<file path="src/hw/rtl/dcpu_ram.sv">
// generic single port ram with registered read
`default_nettype none
module dcpu_ram #(
    parameter int WIDTH = 16,
    parameter int DEPTH = 256
) (
    input  wire logic                     aclk,
    input  wire logic                     we,
    input  wire logic [$clog2(DEPTH)-1:0] addr,
    input  wire logic [WIDTH-1:0]         wdata,
    output logic      [WIDTH-1:0]         rdata
);
    logic [WIDTH-1:0] mem [DEPTH];

    always_ff @(posedge aclk) begin
        if (we) begin
            mem[addr] <= wdata;
        end
        rdata <= mem[addr];
    end
endmodule
`default_nettype wire

</file>
<file path="config.mk">
export PLATFORM = sky130hd
export DESIGN_NAME = dcpu_ram
export DESIGN_NICKNAME = d
export VERILOG_FILES = /design/src/hw/rtl/dcpu_ram.sv
export SDC_FILE = /design/constraint.sdc
export NUM_CORES = 2
export LEC_CHECK = 0
export BUFFER_PORTS_ARGS = -buffer_cell sky130_fd_sc_hd__buf_2
export CAP_MARGIN = 20
export CORE_ASPECT_RATIO = 0.6
export CORE_MARGIN = 8
export CORE_UTILIZATION = 55
export CTS_BUF_LIST = sky130_fd_sc_hd__clkbuf_8 sky130_fd_sc_hd__clkbuf_16
export CTS_CLUSTER_SIZE = 25
export DETAILED_ROUTE_END_ITERATION = 8
export PLACE_DENSITY = 0.73
export RECOVER_POWER = 50
export SLEW_MARGIN = 20
export SYNTH_ARGS = -nofsm -noshare
export SYNTH_HDL_FRONTEND = slang
export SYNTH_SLANG_ARGS = --single-unit
</file>
<file path="constraint.sdc">
create_clock -name aclk -period 8.94 [get_ports aclk]
set_clock_uncertainty 0.2 [all_clocks]
set_input_delay 0.894 -clock aclk [delete_from_list [all_inputs] [get_ports aclk]]
set_output_delay 0.894 -clock aclk [all_outputs]
set_load 0.01 [all_outputs]
</file>
### Word level (Yosys, flattened, before mapping)

Memory sizes are Yosys's and may differ from the RTL's. A register that Yosys moved wholly into a read port is not among the register bits.
Index checks and enable logic that the tools add are counted.

| storage, ports and cells | value |
|---|---|
| register bits | 0 |
| bits in latches | 0 |
| memory bits (writable) | 4,096 |
| ROM bits | 0 |
| input port bits | 26 |
| output and inout port bits | 16 |
| word-level logic and storage cells | 3 |
| memories | 1 |

| operators by class | value |
|---|---|
| add/subtract/negate cells | 0 |
| multiply operators | 0 |
| divide/modulo/power cells | 0 |
| magnitude comparators | 0 |
| eq/ne operators | 0 |
| shifts and indexed selects | 0 |
| mux-type cells | 2 |
| bitwise gates (word level) | 0 |
| reductions and logical operators | 0 |

Memories:

| name | words | width | rd ports | clocked after Yosys merged registers in | wr ports | RTL line | RTL |
|---|---|---|---|---|---|---|---|
| mem | 256 | 16 | 1 | 1 | 1 | 13 | `logic [WIDTH-1:0] mem [DEPTH];` |

Operator list:

| operator | number |
|---|---|
| $mux W1 | 2 |

### Longest topological paths before layout

| logic depth | value |
|---|---|
| depth after elaboration | 2 |
| depth in mapped cells | 10 |
| mapped depth without buffers | 5 |

### Worst setup path after synthesis

No wires, ideal clock.

| path | value |
|---|---|
| path kind | input port to flip-flop |
| start point | input addr[0] |
| end point | memory mem[145][0], enable pin |
| setup time | 0.409 ns |
| arrival | 3.183 ns |
| data required time | 8.331 ns |
| setup slack | 5.148 ns |
| stages on the path | 7 |
| path buffers | 5 |
| cells stage by stage | clkbuf_1 -> buf_6 -> clkbuf_1 -> buf_2 -> nand2b_1 -> clkbuf_1 -> nor3_1 |

RTL lines:

| element | RTL line | RTL |
|---|---|---|
| start, declared | 9 | `input wire logic [$clog2(DEPTH)-1:0] addr,` |
| end, declared | 13 |  |

No word-level cell before the write port.

### Worst setup path after layout

| path | value |
|---|---|
| start point | input wdata[2] |
| end point | memory mem[239][2] (data pin) |

RTL lines:

| element | RTL line | RTL |
|---|---|---|
| start, declared | 10 | `input wire logic [WIDTH-1:0] wdata,` |

No word-level cell before the write port.

==> results.md <==
- Setup_tns: 0 ns
- Largest net degree at the start of global routing: 154
- X dimension of the die: between 700 and 800 um
- Total detailed-routing wirelength: 405900 um
- Initial core utilization: between 50% and 60%
- Stages on the worst setup path: 1
- Power Density: 220.3 nW/um^2
- Fraction of synthesis flops using an asynchronous set or reset pin: 0%
- Library cell used as clock root buffer: clkbuf_16
- Post-CTS sizing: 0
- Grt met3 use: a little under a tenth
- Clock insertion delay at the later pin of the skew report: between 0.9 and 1 ns
- Count of distinct cell types in the synthesized netlist: 22
- Post-detail-place hpwl: 232200 um
- Routed wirelength normalized by instance count: 36.51 um
- Vertical die dimension: roughly 430 um
- Sort of element at the start of the critical path: input port
- Setup repair after global routing missed its margin: false
- Count of input and output buffers: slightly above 40
- Fraction of the mapped netlist area in compound gates: ~3.7%
- Summed instance area of the synthesized netlist: roughly 160000 sq um
- Met1 Resource Use GR: 40.88%
- Origin of the critical flop-to-flop path: mem[42][7]
- Static power due to leakage: around 53 nW
- Synth top area cells: edfxtp_1, mux4_2, a22oi_1
- DRT antenna net count: 0
- Clock tree from TritonCTS: done
- Synthesized-area fraction occupied by adder cells: 0%
- Number of violations reported at the end of detailed-routing iteration 0: roughly 14000
- Type of element capturing the critical path: register
- Portion of the post-synthesis area used by sequential elements: between 70% and 80%
- H-tree levels: 5
- Post-CTS setup-driven buffer insertion count: 0
- Vias in the first global route: roughly 74000
- Category of cells accounting for the largest share of critical-path delay: buffers and inverters
- Synth Net Count: between 6000 and 7000
- Standard-cell row count: about 150
- CTS clock-pin slew for the worst setup and hold paths: 0.07 ns
- Most repeated cell in the gate-level netlist after synthesis: edfxtp_1
- Final routed DRC violation total: 0
- Aggregate global-route resource usage: 26.68%
- First-pass GRT wire length: 569400 um
- Final hold vios: 0
- Relative slew slack: -399.8%
- Proportion of synthesized area in mux cells: 14.84%
- Transition time of the tightest slew-check pin: between 7 and 8 ns
- Minimum period implied by the final worst setup slack: 6.819 ns
- Total of warnings raised by yosys: 0
- Simple-gate share of the synthesized area: less than 1%
- Max clock buf depth: 4
- Tightest Hold Check Type: input port to register
- Total gr overflow: 0
- F_max: approximately 150 MHz
- Area added between synthesis and finish: 11.51%
- Cell taking the most area after synthesis: edfxtp_1
- Core occupancy in the finished layout: between 60 and 70%
- Largest family of logic cells by synthesized area: multiplexers
- Worst endpoint data arrival time: 6.19 ns
- Gate count of the mapped netlist: between 6000 and 7000
- 1st-pass router iterations: 6
- Met2 usage: 37.19%
- Area share of the leading cell type in the synthesized netlist: 79.15%
- Share of cells above drive strength 1: between 20% and 30%
- Total of flip-flops plus latches after synthesis: ~4000
- Run status: complete, but fails checks
- Max-slew violation total from the final report: ~1900
- I/O pin count: 42
- Synthesized area per cell: approximately 23 sq um
- Nets@finish: 7116
- End of the worst register-to-register path: rdata[7]
- R2r worst-path depth: 6
- Clock tree sinks: between 4000 and 5000
- Initial antenna violation count: 25
- Core area: 281700 sq um
- Critical path class: input port to register
- Data required time of the critical path: 8.31 ns
- Worst path bufs/invs: 1
- Total of max-cap violations: 23
- Largest driver fanout on the critical path: approximately 140
- Synthesized-area fraction occupied by xor and xnor cells: 0%
- Failing checks: capacitance limit, slew limit
- Final period utilization: 76.28%
- Worst vdd ir: between 0.15 and 0.2 mV
- Cells along the critical path: clkbuf_1
- Commonest cells in the synthesized netlist: edfxtp_1, mux4_2, a22oi_1
- Hold Buf Count CTS: 0
- Largest stage delay on the critical path: about 5.0 ns
- Startpoint of the most critical setup path: wdata[2]
- Number of synthesized flops with an enable pin: around 4100
- Cell with the largest stage delay on the worst path: clkbuf_1
- Clock buffer count from CTS: 348
- Top_reg_cell synth: edfxtp_1
- Final setup violation count: 0
- Worst setup path end: mem[239][2]
- Die area: 300400 sq um
- Final worst hold slack: between 0.3 and 0.4 ns
- Average via count per standard cell: 6.932
- DR vias: 77070
- Grt peak-use layer: met1
- Reg2reg setup slack: around 5.3 ns
- Final weighted congestion in routability-driven placement: approximately 0.84
## through the flow
step | instance area (sq um) | setup WS (ns) | instances | power (mW)
final | 173300 | 2.121 | 11120 | 38.18
after global routing | 173300 | 2.113 | 11110 | 39.02
after CTS | 173400 | 4.308 | 11100 | 38.24
after detailed placement | 162300 | 3.346 | 10480 | 23.48
after global placement | 162100 | 2.459 | 10480 | 23.43
after floorplan | 155400 | 5.148 | 6727 | 22.59
## cell families (layout without fill, tap and decap cells)
group	after synthesis	in the layout
flops	4112	4112
mux	1024	1024
compound gates	832	832
buf+inv	421	1051
simple gates	338	338
other cells	0	13
## power breakdown
part           leakage, nW  internal, mW  switching [mW]  total [mW]
clock network         5.70          8.27            6.79        15.1
registers             36.9          21.3          0.0394        21.3
logic                 10.5         0.581            1.22        1.80
total                 53.2          30.1            8.05        38.2
## worst register-to-register path, delay by kind of cell (launching register included)
| kind | cells | cell delay, ns |
|---|---|---|
| flip-flops | 1 | 0.37 |
| AO/OA/AOI/OAI | 3 | 1.95 |
| buffers and inverters | 1 | 0.36 |
| AND/OR/NAND/NOR | 1 | 0.13 |
| multiplexers | 1 | 0.47 |
## metal layers
metal | vias to the layer above | wire length [um]
met5 | - | 49
met4 | 8 | 11550
met3 | 658 | 65960
met2 | 6148 | 174100
met1 | 40560 | 154300
li1 | 29700 | -
## cells in the final DEF, fill, tap and decap left out, types with 5 or more instances in the layout
master,count
buf_4,350
a21oi_1,251
clkbuf_1,35
buf_2,13
clkinvlp_4,11
o41ai_2,24
nand2_1,27
o41ai_4,5
clkinv_2,61
a22oi_1,512
nor2_1,217
nand4_1,16
a21oi_2,5
clkinv_8,6
nor3_1,6
dfxtp_1,16
inv_1,72
nor3_4,5
o41ai_1,35
edfxtp_1,4096
bufinv_16,36
clkbuf_16,355
diode_2,13
clkinv_1,67
nand3_1,9
nor3_2,19
buf_12,21
mux4_2,1024
nor2_2,13
inv_6,5
## registers in the layout, summed over array words and instances (netlist names)
name   cells
mem     4096
rdata     16
## worst min path at each step
stage                     start      endpoint  slack (ns)  cells past startpoint
floorplan           mem[146][0]      rdata[0]        0.62                      5
global placement    mem[70][15]     rdata[15]        0.77                      5
detailed placement  mem[70][15]     rdata[15]        0.75                      5
CTS                   wdata[15]  mem[173][15]        0.22                      1
global route          wdata[13]  mem[172][13]        0.37                      1
finish                wdata[13]  mem[169][13]        0.35                      1
## layout make-up
class	instances	area (sq um)
Clock buffer	357	8911
Inverter	1	3.754
Timing Repair Buffer	433	3447
Fill cell	18340	108400
Clock inverter	260	2166
Multi-Input combinational cell	2194	30720
Sequential cell	4112	123300
Antenna cell	13	32.53
Tap cell	3748	4690
No activity file was read; power rests on OpenSTA's default activity.
