File: src/hw/rtl/dcpu_pkg.sv
// package for the dcpu16 instruction core: types, opcodes and constants
`default_nettype none
package dcpu_pkg;
    localparam int MEM_WORDS = 65536;
    localparam int MEM_AW = (MEM_WORDS > 1) ? $clog2(MEM_WORDS) : 1;

    localparam logic [1:0] OP_WRITE  = 2'd0;
    localparam logic [1:0] OP_READ   = 2'd1;
    localparam logic [1:0] OP_EXEC   = 2'd2;
    localparam logic [1:0] OP_UNUSED = 2'd3;

    localparam logic [3:0] BOP_NB  = 4'h0;
    localparam logic [3:0] BOP_SET = 4'h1;
    localparam logic [3:0] BOP_ADD = 4'h2;
    localparam logic [3:0] BOP_SUB = 4'h3;
    localparam logic [3:0] BOP_MUL = 4'h4;
    localparam logic [3:0] BOP_DIV = 4'h5;
    localparam logic [3:0] BOP_MOD = 4'h6;
    localparam logic [3:0] BOP_SHL = 4'h7;
    localparam logic [3:0] BOP_SHR = 4'h8;
    localparam logic [3:0] BOP_AND = 4'h9;
    localparam logic [3:0] BOP_BOR = 4'ha;
    localparam logic [3:0] BOP_XOR = 4'hb;
    localparam logic [3:0] BOP_IFE = 4'hc;
    localparam logic [3:0] BOP_IFN = 4'hd;
    localparam logic [3:0] BOP_IFG = 4'he;

    localparam logic [5:0] NB_JSR = 6'h01;
    localparam logic [5:0] NB_SYS = 6'h02;

    typedef enum logic [2:0] {
        LOC_REG, LOC_MEM, LOC_SP, LOC_PC, LOC_O, LOC_LIT
    } loc_kind_t;

    typedef enum logic [4:0] {
        ST_CLEAR, ST_IDLE, ST_RDWAIT, ST_FETCH, ST_FWAIT, ST_DEC_A, ST_NW_A,
        ST_DEC_B, ST_NW_B, ST_RD_A, ST_RDW_A, ST_RD_B, ST_RDW_B, ST_EXEC,
        ST_DIV, ST_WB, ST_PUSH, ST_DONE
    } state_t;

    typedef struct packed {
        logic        start;
        logic [31:0] dividend;
        logic [15:0] divisor;
    } div_req_t;

    typedef struct packed {
        logic        done;
        logic [31:0] quotient;
        logic [15:0] remainder;
    } div_rsp_t;
endpackage
`default_nettype wire

File: src/hw/rtl/dcpu_div.sv
// iterative 32 by 16 restoring divider, one quotient bit per cycle
`default_nettype none
module dcpu_div
    import dcpu_pkg::*;
(
    input  wire logic     aclk,
    input  wire logic     aresetn,
    input  wire div_req_t req,
    output div_rsp_t      rsp
);
    logic [31:0] quo_reg, quo_next;
    logic [16:0] rem_reg, rem_next;
    logic [15:0] dvs_reg, dvs_next;
    logic [5:0]  cnt_reg, cnt_next;
    logic        busy_reg, busy_next;
    logic        done_reg, done_next;
    logic [16:0] trial;

    always_comb begin
        quo_next  = quo_reg;
        rem_next  = rem_reg;
        dvs_next  = dvs_reg;
        cnt_next  = cnt_reg;
        busy_next = busy_reg;
        done_next = 1'b0;
        trial     = {rem_reg[15:0], quo_reg[31]};
        if (req.start) begin
            quo_next  = req.dividend;
            rem_next  = '0;
            dvs_next  = req.divisor;
            cnt_next  = 6'd32;
            busy_next = 1'b1;
        end else if (busy_reg) begin
            if (trial >= {1'b0, dvs_reg}) begin
                rem_next = trial - {1'b0, dvs_reg};
                quo_next = {quo_reg[30:0], 1'b1};
            end else begin
                rem_next = trial;
                quo_next = {quo_reg[30:0], 1'b0};
            end
            cnt_next = cnt_reg - 6'd1;
            if (cnt_reg == 6'd1) begin
                busy_next = 1'b0;
                done_next = 1'b1;
            end
        end
    end

    always_ff @(posedge aclk) begin
        if (!aresetn) begin
            busy_reg <= 1'b0;
            done_reg <= 1'b0;
            cnt_reg  <= '0;
        end else begin
            busy_reg <= busy_next;
            done_reg <= done_next;
            cnt_reg  <= cnt_next;
        end
        quo_reg <= quo_next;
        rem_reg <= rem_next;
        dvs_reg <= dvs_next;
    end

    assign rsp.done      = done_reg;
    assign rsp.quotient  = quo_reg;
    assign rsp.remainder = rem_reg[15:0];
endmodule
`default_nettype wire

File: config.mk
export PLATFORM = sky130hd
export DESIGN_NAME = dcpu_div
export DESIGN_NICKNAME = d
export VERILOG_FILES = /design/src/hw/rtl/dcpu_pkg.sv /design/src/hw/rtl/dcpu_div.sv
export SDC_FILE = /design/constraint.sdc
export NUM_CORES = 1
export LEC_CHECK = 0
export BUFFER_PORTS_ARGS = -buffer_cell sky130_fd_sc_hd__buf_2
export CORE_ASPECT_RATIO = 0.9
export CORE_UTILIZATION = 40
export CTS_CLUSTER_SIZE = 8
export DETAILED_ROUTE_END_ITERATION = 7
export GPL_TIMING_DRIVEN = 0
export PLACE_DENSITY = 0.61
export SETUP_SLACK_MARGIN = 0.5
export SYNTH_ARGS = -nofsm -noshare
export SYNTH_HDL_FRONTEND = slang
export SYNTH_SLANG_ARGS = --single-unit
File: constraint.sdc
create_clock -name aclk -period 4.9 [get_ports aclk]
set_input_delay 0 -clock aclk [delete_from_list [all_inputs] [get_ports aclk]]
set_output_delay 0 -clock aclk [all_outputs]
set_load 0.03 [all_outputs]
; Word-level counts from Yosys, hierarchy flattened
; Index checks and enable logic that the tools add are counted.
[totals]
word_cells = 26
register_bits = 72
[classes]
n_reduce_logical = 3
mux = 10
magnitude_cmp = 1
add_sub_neg = 2
eq_ne = 1
n_bitwise = 2
[ops]
columns = cell, count
row1 = 32-bit two-way mux, 2
row2 = 17-bit by 16-bit >= comparator with 1-bit output, 1
row3 = 16-bit two-way mux, 1
row4 = 16-bit subtractor, 1
row5 = 6-bit two-way mux, 2
row6 = "6-bit by 1-bit == test with 1-bit output, second input constant", 1
row7 = "6-bit by 1-bit subtractor with 6-bit output, second input constant", 1
row8 = 1-bit two-way mux, 5
row9 = 3-bit OR reduction, 1
row10 = 1-bit inverter, 2
row11 = 2-bit nonzero test, 1
row12 = 2-bit OR reduction, 1

; Depth between registers and ports, before layout
; Gate-level depths: netlist of run 1.
[depth]
word_depth = 4
mapped_depth = 10
depth_no_buf = 9

; Least setup slack after synthesis of run 1
; No wires, ideal clock.
[synth_timing]
kind = register to register
from = reg quo_reg[31]
to = reg rem_reg[12]
arrival_time_ps = 2097
setup_time_ps = 133
path_stages_with_launch = 10
synth_period_minus_slack_ps = 2230
path_slack_ps = 2670
path_cell_list = edfxtp_1 -> inv_1 -> ha_1 -> fa_1 -> nand2b_1 -> a21oi_1 -> nand2_1 -> a31oi_1 -> xnor2_1 -> o221ai_1
[synth_between]
elab_chain_len = 2
word_cells_on_any_way = 3
classes_between = 1 x add/sub / 1 x order compare / 1 x mux
[synth_rtl]
columns = element, line_no
row1 = start: declaration, dcpu_div.sv:11  ; logic [31:0] quo_reg, quo_next;
row2 = start signal: assignment, dcpu_div.sv:59  ; quo_reg <= quo_next;
row3 = 16-bit subtractor / 17-bit by 16-bit >= comparator with 1-bit output (equally long branches), "dcpu_div.sv:35, dcpu_div.sv:34"
row4 = 16-bit two-way mux *, dcpu_div.sv:34  ; if (trial >= {1'b0, dvs_reg}) begin
row5 = end signal: assignment, dcpu_div.sv:60  ; rem_reg <= rem_next;
row6 = end: declaration, dcpu_div.sv:12  ; logic [16:0] rem_reg, rem_next;
; Every way passes the cells marked *; elsewhere a longest branch is shown, timed or not.
; A chain may end at the register's enable or synchronous reset.

; Worst setup path after layout of run 1
[layout_timing]
from = reg rem_reg[13]
to = reg rem_reg[9]
[layout_between]
elab_chain_len = 2
[layout_rtl]
columns = element, line_no
row1 = 17-bit by 16-bit >= comparator with 1-bit output, dcpu_div.sv:34
row2 = 16-bit two-way mux, dcpu_div.sv:34
; No other way between the ends.

==> impl_results.md, run 1 <==
- Status: complete, no violations
- Final wirelength: 9980 microns
- Seq/Total Area, Yosys: 0.496
- H-Tree Depth: 3
- DR vias: 3,255
- Final TNS setup: 0 ns
- Clk buf depth: 2
- EDFF count, synth: 48
- # resized after CTS: 0
- Total Nets Final: 576
- Initial Utilization: 0.419
- Clock skew: 0.00899 ns
- Total gr overflow: 0
- Initial antenna violation count: 0
- IO Port Bufs: 99
- Final ANT Viol Nets: 0
- Crit path launch type: flip-flop
- Syn-to-layout area delta: 34.6%
- Wire per inst: 15.8 microns
- Yosys reg bits: 72
- GRT Overall Usage: 0.208
- Power Dens Cells: 310 mW/mm^2
- DRT Pass-1 Iters: 4
- Mapped Cells: 347
- Setup WS post-layout: 2.60 ns
- Fin. max-slew vios: 0
- Via/cell ratio: 5.14
- Arr. time, crit path: 2.56 ns
- CTS tree: done
- Final min period: 2.30 ns
- Clk slew on worst S/H paths: 0.09 ns
- CP required: 5.15 ns
- GPL Wtd Cong: 0.881
- I/O pin count: 100
- CTS root buf: clkbuf_8
- Iter 0 DRT Violations: 171
- Period utilisation layout: 0.470
- Layout cells sized above 1: 0.337
- Highest clock rate: 434 MHz
- XOR/XNOR share of the synthesized area: 0.0271
- Most common flop cell mapped by yosys: edfxtp_1
- Die Wd: 106 microns
- Critical path peak fanout: 10
- Die ar.: 0.0101 sq mm
- # DRC: 0
- Netlist Area Pre-Place: 0.00387 sq mm
- Cts bufs inserted: 9
- Final Setup Violations: 0
- Die span in y: 95.4 microns
- Filler cells: 825
- N_diodes: 0
- Post-Synth Adder-Cell Area: 0.0633
- Synth Area in Compound Gates: 0.139
- Avg Cell Area, Syn: 11.2 sq um
- Max reg flops: 32
- Max cap viols: 0
- Core area: 0.00925 sq mm
- Final hold vios: 0
- P_leak: 2.21 nW
- Worst ir drop on vdd: 0.000182 V
- Largest family of logic cells by synthesized area: compound AO/OA/AOI/OAI gates
- Netlist cell types: 59
- Simple-gate portion of the synthesized area: 0.130
- Max_slew headroom: 0.176
- Post-Syn Nets: 417
- Hold WC Path Type: in2reg
- Pre-CTS WS: 2.62 ns
- CTS sink count: 72
- Ys async rst share: 0
- Worst Tran Pin Value: 1.23 ns
- First-pass GRT wire length: 16,000 microns
- RSZ-0062 raised after global routing: false
- Largest net degree at the start of global routing: 33
- Vias in the first global route: 3,230
- Crit Path Category: reg2reg
- DP HPWL: 6920 microns
- Worst-skew pair later-pin latency: 0.35 ns
- Yosys warnings: 0
- Row cnt: 33
- Share of cell area taken by muxes after synthesis: 0.0901
- CP endpoint kind: flip-flop
[worst paths after layout]
check / from / endpoint / slack [ns] / cells past startpoint
setup / recovery: rem_reg[13] / rem_reg[9] / 2.60 / 8
hold / removal: req[48] / dvs_reg[12] / 0.13 / 1
setup reg to reg: rem_reg[13] / rem_reg[9] / 2.60 / 8
hold reg to reg: cnt_reg[0] / cnt_reg[0] / 0.50 / 2
[power by group]
part	switching [mW]	internal, mW
clock	0.252	0.241
combinational	0.224	0.165
sequential	0.0283	0.707
[cells in the mapped netlist (all sizes together), types with 3 or more instances]
cell / count / area (sq um)
nand2b: 4 / 25.0
o211ai: 4 / 30.0
clkbuf: 4 / 18.8
edfxtp: 48 / 1440
a31oi: 8 / 65.1
ha: 18 / 225
and3: 6 / 50.0
o2111ai: 3 / 32.5
a21oi: 15 / 82.6
nor2b: 5 / 31.3
xnor2: 8 / 70.1
mux2: 31 / 349
xor2: 4 / 35.0
a21o: 6 / 46.3
a211oi: 4 / 35.0
nand2: 31 / 116
inv: 22 / 82.6
a311oi: 6 / 52.6
nor3: 5 / 25.0
nor2: 27 / 101
nand3: 12 / 60.1
a31o: 3 / 26.3
dfxtp: 24 / 480
o21ai: 11 / 58.8
buf: 9 / 92.6
[cell families after synthesis]
logic type               count (synthesis)
XOR/XNOR                                12
AO/OA/AOI/OAI                           73
adder cells (fa/ha/maj)                 19
multiplexers                            31
flip-flops                              72
AND/OR/NAND/NOR                        103
buffers and inverters                   37
[metal layers]
metal	part of all wire	vias to the layer above	wire length, microns	global-route usage
met5	0	-	0	0
met4	0.0095	0	95	0.0567
met3	0.055	9	545	0.0560
met2	0.47	98	4740	0.356
met1	0.46	1546	4600	0.261
li1	-	1602	-	-
[worst max-delay path, cell delays in order (launching register included)]
cell,delay [ns]
dfxtp_1,0.36
ha_1,0.37
a21o_1,0.21
a211oi_2,0.29
and3_4,0.25
a31o_2,0.23
buf_6,0.18
nand2_1,0.06
a311oi_1,0.26
[timing repair]
item	4_1_cts	5_1_grt
setup buffers	0	0
hold buffers	49	0
endpoints found under the hold margin	50	0
[cell usage in the layout (no fill, tap or decap), types with 3 or more instances in the layout]
cell type      instances
xor2_1                 4
nor2_1                27
inv_1                 22
a311oi_1               6
nand2b_1               4
a31oi_1                7
clkbuf_8               9
buf_6                  4
mux2_2                31
a21oi_1               13
o21ai_0                8
ha_1                  18
clkbuf_1               3
nand3_1               12
o211ai_1               4
edfxtp_1              48
xnor2_1                8
inv_6                  3
nand2_1               31
a211oi_1               3
nor2b_1                5
a21o_1                 5
dlygate4sd3_1         50
a31o_2                 3
dfxtp_1               24
buf_2                100
nor3_1                 5
buf_4                  3
[layout make-up]
cell class | instances | area, sq um | share of cell area
timing repair buffer | 148 | 986 | 0.189
sequential | 72 | 1920 | 0.369
clock inverter | 7 | 77.6 | 0.0149
clock buffer | 9 | 124 | 0.0238
inverter | 23 | 86.3 | 0.0166
tap | 122 | 153 | 0.0293
buffer | 14 | 121 | 0.0233
multi-input combinational | 238 | 1750 | 0.335
[stage by stage]
stage | instances | utilization | total power [mW] | hold slack (ns) | cell area, sq um
after floorplan | 347 | - | 1.00 | 0.0989 | 3870
after global placement | 568 | 0.489 | 1.10 | 0.177 | 4520
after detailed placement | 568 | 0.489 | 1.11 | 0.178 | 4520
after CTS | 633 | 0.564 | 1.63 | 0.125 | 5220
after global routing | 633 | 0.564 | 1.69 | 0.124 | 5220
final | 633 | 0.564 | 1.62 | 0.129 | 5220
Power figures use the tool's default switching activity.
==> inputs of run 2 (changes only) <==
ABC_AREA = 1   (was unset)
PLACE_DENSITY = 0.63   (was 0.61)
clock period = 1.9 ns   (was 4.9 ns; I/O delays follow)
==> impl_results.md, run 2 <==
- CTS sink count: 72 (unchanged)
- Power Dens Cells: 639 mW/mm^2 (+110%)
- R2r endpoint: rem_reg[6]
- Period utilisation layout: 0.945 (+0.475)
- Final TNS setup: 0 ns (unchanged)
- Layout cells sized above 1: 0.399 (+0.0620)
- CP endpoint kind: flip-flop
- Netlist cell types: 35 (-41%)
- CP required: 2.15 ns (-3.00 ns)
- Final wirelength: 11,800 microns (+18%)
- Die span in y: 97.5 microns (+2.2%)
- Layout Cells excl Fill: 841 (+33%)
- Fin. max-slew vios: 0 (unchanged)
- M1 GR Usage: 0.282 (+0.0213)
- Sw power: 1.24 mW (+150%)
- Initial Utilization: 0.416 (-0.00296)
- Cts bufs inserted: 9 (unchanged)
- RR Startpoint: dvs_reg[4]
- EDFF count, synth: 48 (unchanged)
- Setup WS post-layout: 0.105 ns (-2.49 ns)
- Row cnt: 34 (+3.0%)
- Mapped Cells: 522 (+50%)
- DP HPWL: 7130 microns (+3.0%)
- Final Cell Area: 0.00621 sq mm (+19%)
- Max_slew headroom: 0.669 (+0.493)
- Avg Cell Area, Syn: 7.76 sq um (-30%)
- Combinational fraction of design power: 0.233 (-0.008)
- Final Power: 3.96 mW (+150%)
- Yosys reg bits: 72 (unchanged)
- Worst ir drop on vdd: 0.000538 V (+200%)
- Hold WC Path Type: in2reg
- Crit path launch type: flip-flop
- Clock skew: 0.0128 ns (+0.00384 ns)
- CTS tree: done
- Placed insts: 747 (+32%)
- Fin util: 0.637 (+0.0732)
- M3 GR Usage: 0.0590 (+0.00297)
- Seq/Total Area, Yosys: 0.474 (-0.0217)
- Synth top area share: 0.356 (-0.0163)
- Die Wd: 108 microns (+2.2%)
- Power Internal: 2.73 mW (+140%)
- # DRC: 0 (unchanged)
- Max cap viols: 0 (unchanged)
- Sw frac: 0.312 (+0.000434)
- Min-delay src: req[48]
- Sequential share of power: 0.472 (+0.017)
- Final Setup Violations: 0 (unchanged)
- Critical path peak fanout: 10 (unchanged)
- Min-Delay Path Depth: 1 (unchanged)
- Worst Tran Pin Value: 0.496 ns (-0.739 ns)
- Core area: 0.00974 sq mm (+5.3%)
- P_leak: 3.00 nW (+36%)
- Most common cell after layout, fill and taps aside: nand2_1
- Highest clock rate: 557 MHz (+28%)
- Final Hold Slack: 0.0890 ns (-0.0401 ns)
- Most common cell in the netlist: nand2_1
- DRT Pass-1 Iters: 4 (unchanged)
- Ys async rst share: 0 (unchanged)
- Largest cells by area after synthesis: edfxtp_1 (36%), nand2_1 (20%), dfxtp_1 (12%)
- Crit Path Category: reg2reg
- Netlist Area Pre-Place: 0.00405 sq mm (+4.6%)
- Arr. time, crit path: 2.04 ns (-0.52 ns)
- Synth top cells by count: nand2_1 (215), inv_1 (77), edfxtp_1 (48)
- First-pass GRT wire length: 19,000 microns (+19%)
- Yosys warnings: 0 (unchanged)
- Largest net degree at the start of global routing: 42 (+27%)
- Clk slew on worst S/H paths: 0.09 ns (about the same)
- GPL Wtd Cong: 0.857 (-2.8%)
- N_diodes: 0 (unchanged)
- Vias in the first global route: 4,050 (+25%)
- Wire per inst: 14.0 microns (-11%)
- Post-Syn Nets: 592 (+42%)
- Clk network pwr share: 0.295 (-0.010)
- Synth area leader: edfxtp_1
- Grt met2 use: 0.401 (+0.0451)
- Final ANT Viol Nets: 0 (unchanged)
- Total gr overflow: 0 (unchanged)
- Area after DPL: 0.00475 sq mm (+5.0%)
- Worst Hold End: dvs_reg[12]
- Busiest grt layer: met2
- Clk buf depth: 2 (unchanged)
- R2r worst-path depth: 13 (+5)
- GRT Overall Usage: 0.233 (+0.0245)
- Max reg flops: 32 (unchanged)
- Syn-to-layout area delta: 53.1%
- Iter 0 DRT Violations: 178 (+4.1%)
- CTS root buf: clkbuf_8
- Via/cell ratio: 4.84 (-5.9%)
- IO Port Bufs: 99 (unchanged)
- Die ar.: 0.0105 sq mm (+4.5%)
- Status: complete, no violations
- Most frequent cells in the layout: nand2_1 (174), buf_2 (99), inv_1 (58)
- Initial antenna violation count: 0 (unchanged)
- Most common flop cell mapped by yosys: edfxtp_1
- Register-to-register setup slack: 0.11 ns (-2.49 ns)
- Total Nets Final: 780 (+35%)
- RSZ-0062 raised after global routing: true
- DR vias: 4,071 (+25%)
- Pre-CTS WS: -0.143 ns (-2.77 ns)
- Worst-skew pair later-pin latency: 0.37 ns (+0.02 ns)
- Final min period: 1.79 ns (-0.508 ns)
- H-Tree Depth: 3 (unchanged)
- I/O pin count: 100 (unchanged)
- Final hold vios: 0 (unchanged)
run 2: changes by cell type after synthesis, moves of 5 or more:
| cell | delta |
|---|---|
| nor2b_1 | -5 |
| mux2_2 | -31 |
| nor2_1 | -7 |
| a21o_1 | -5 |
| nand3_1 | +25 |
| inv_1 | +55 |
| a311oi_1 | -6 |
| a31oi_1 | -5 |
| nand2_1 | +184 |
run 2: worst max path at each step:
| stage | from | end | slack, ns | cells after the start |
|---|---|---|---|---|
| global route | dvs_reg[13] | rem_reg[4] | -0.01 | 12 |
| floorplan | quo_reg[31] | rem_reg[6] | 0.08 | 12 |
| finish | dvs_reg[4] | rem_reg[6] | 0.11 | 13 |
| global placement | dvs_reg[12] | rem_reg[4] | -0.15 | 9 |
| CTS | dvs_reg[5] | rem_reg[5] | 0.16 | 12 |
| detailed placement | dvs_reg[12] | rem_reg[4] | -0.14 | 9 |
run 2: repair_timing:
| action | CTS | global route |
|---|---|---|
| resized for setup | 95 | 48 |
| buffers inserted | 21 | 7 |
| hold buffers | 49 | 0 |
| setup endpoints to repair | 80 | 48 |
| gates cloned | 1 | 0 |
| endpoints found under the hold margin | 50 | 0 |
| pin swaps | 32 | 25 |
run 2: cell type report:
| cell class | count | area (sq um) |
|---|---|---|
| Fill cell | 828 | 3540 |
| Multi-Input combinational cell | 357 | 2290 |
| Sequential cell | 72 | 1940 |
| Timing Repair Buffer | 177 | 1230 |
| Inverter | 80 | 313 |
| Tap cell | 126 | 158 |
| Clock buffer | 12 | 155 |
| Buffer | 13 | 88.8 |
| Clock inverter | 4 | 26.3 |
run 2: power groups by stage:
stage	combinational, mW	sequential [mW]	clock (mW)
4_1_cts	0.858	1.87	1.20
6_report	0.924	1.87	1.17
5_1_grt	1.00	1.88	1.26
2_1_floorplan	0.292	2.04	0
3_3_place_gp	0.642	1.89	0
3_5_place_dp	0.654	1.89	0
run 2: routing by layer:
metal  part of all wire  wire [microns]
met1               0.42            5000
met2               0.51            6030
met3              0.046             540
met4              0.019             229
met5                  0               0
run 2: worst max-delay path: stages, from the launching register on:
cell	delay, ns
edfxtp_1	0.38
inv_2	0.08
ha_4	0.22
nand2_1	0.09
nand2_2	0.07
inv_2	0.08
nand2_2	0.05
nand2_2	0.09
nand3_4	0.09
nand2_4	0.11
buf_6	0.17
nand3_1	0.09
nand3_1	0.09
o21ai_1	0.07
run 2: logic make-up (layout without fill, tap and decap cells):
family | Yosys count | after routing | synth area share
xor gates and xnor gates | 7 | 7 | 0.0151
DFF | 72 | 72 | 0.474
and+or+nand+nor | 301 | 301 | 0.316
buffers and inverters | 93 | 286 | 0.0923
adders and majority gates | 19 | 19 | 0.0605
AOI/OAI and AO/OA | 30 | 30 | 0.0420
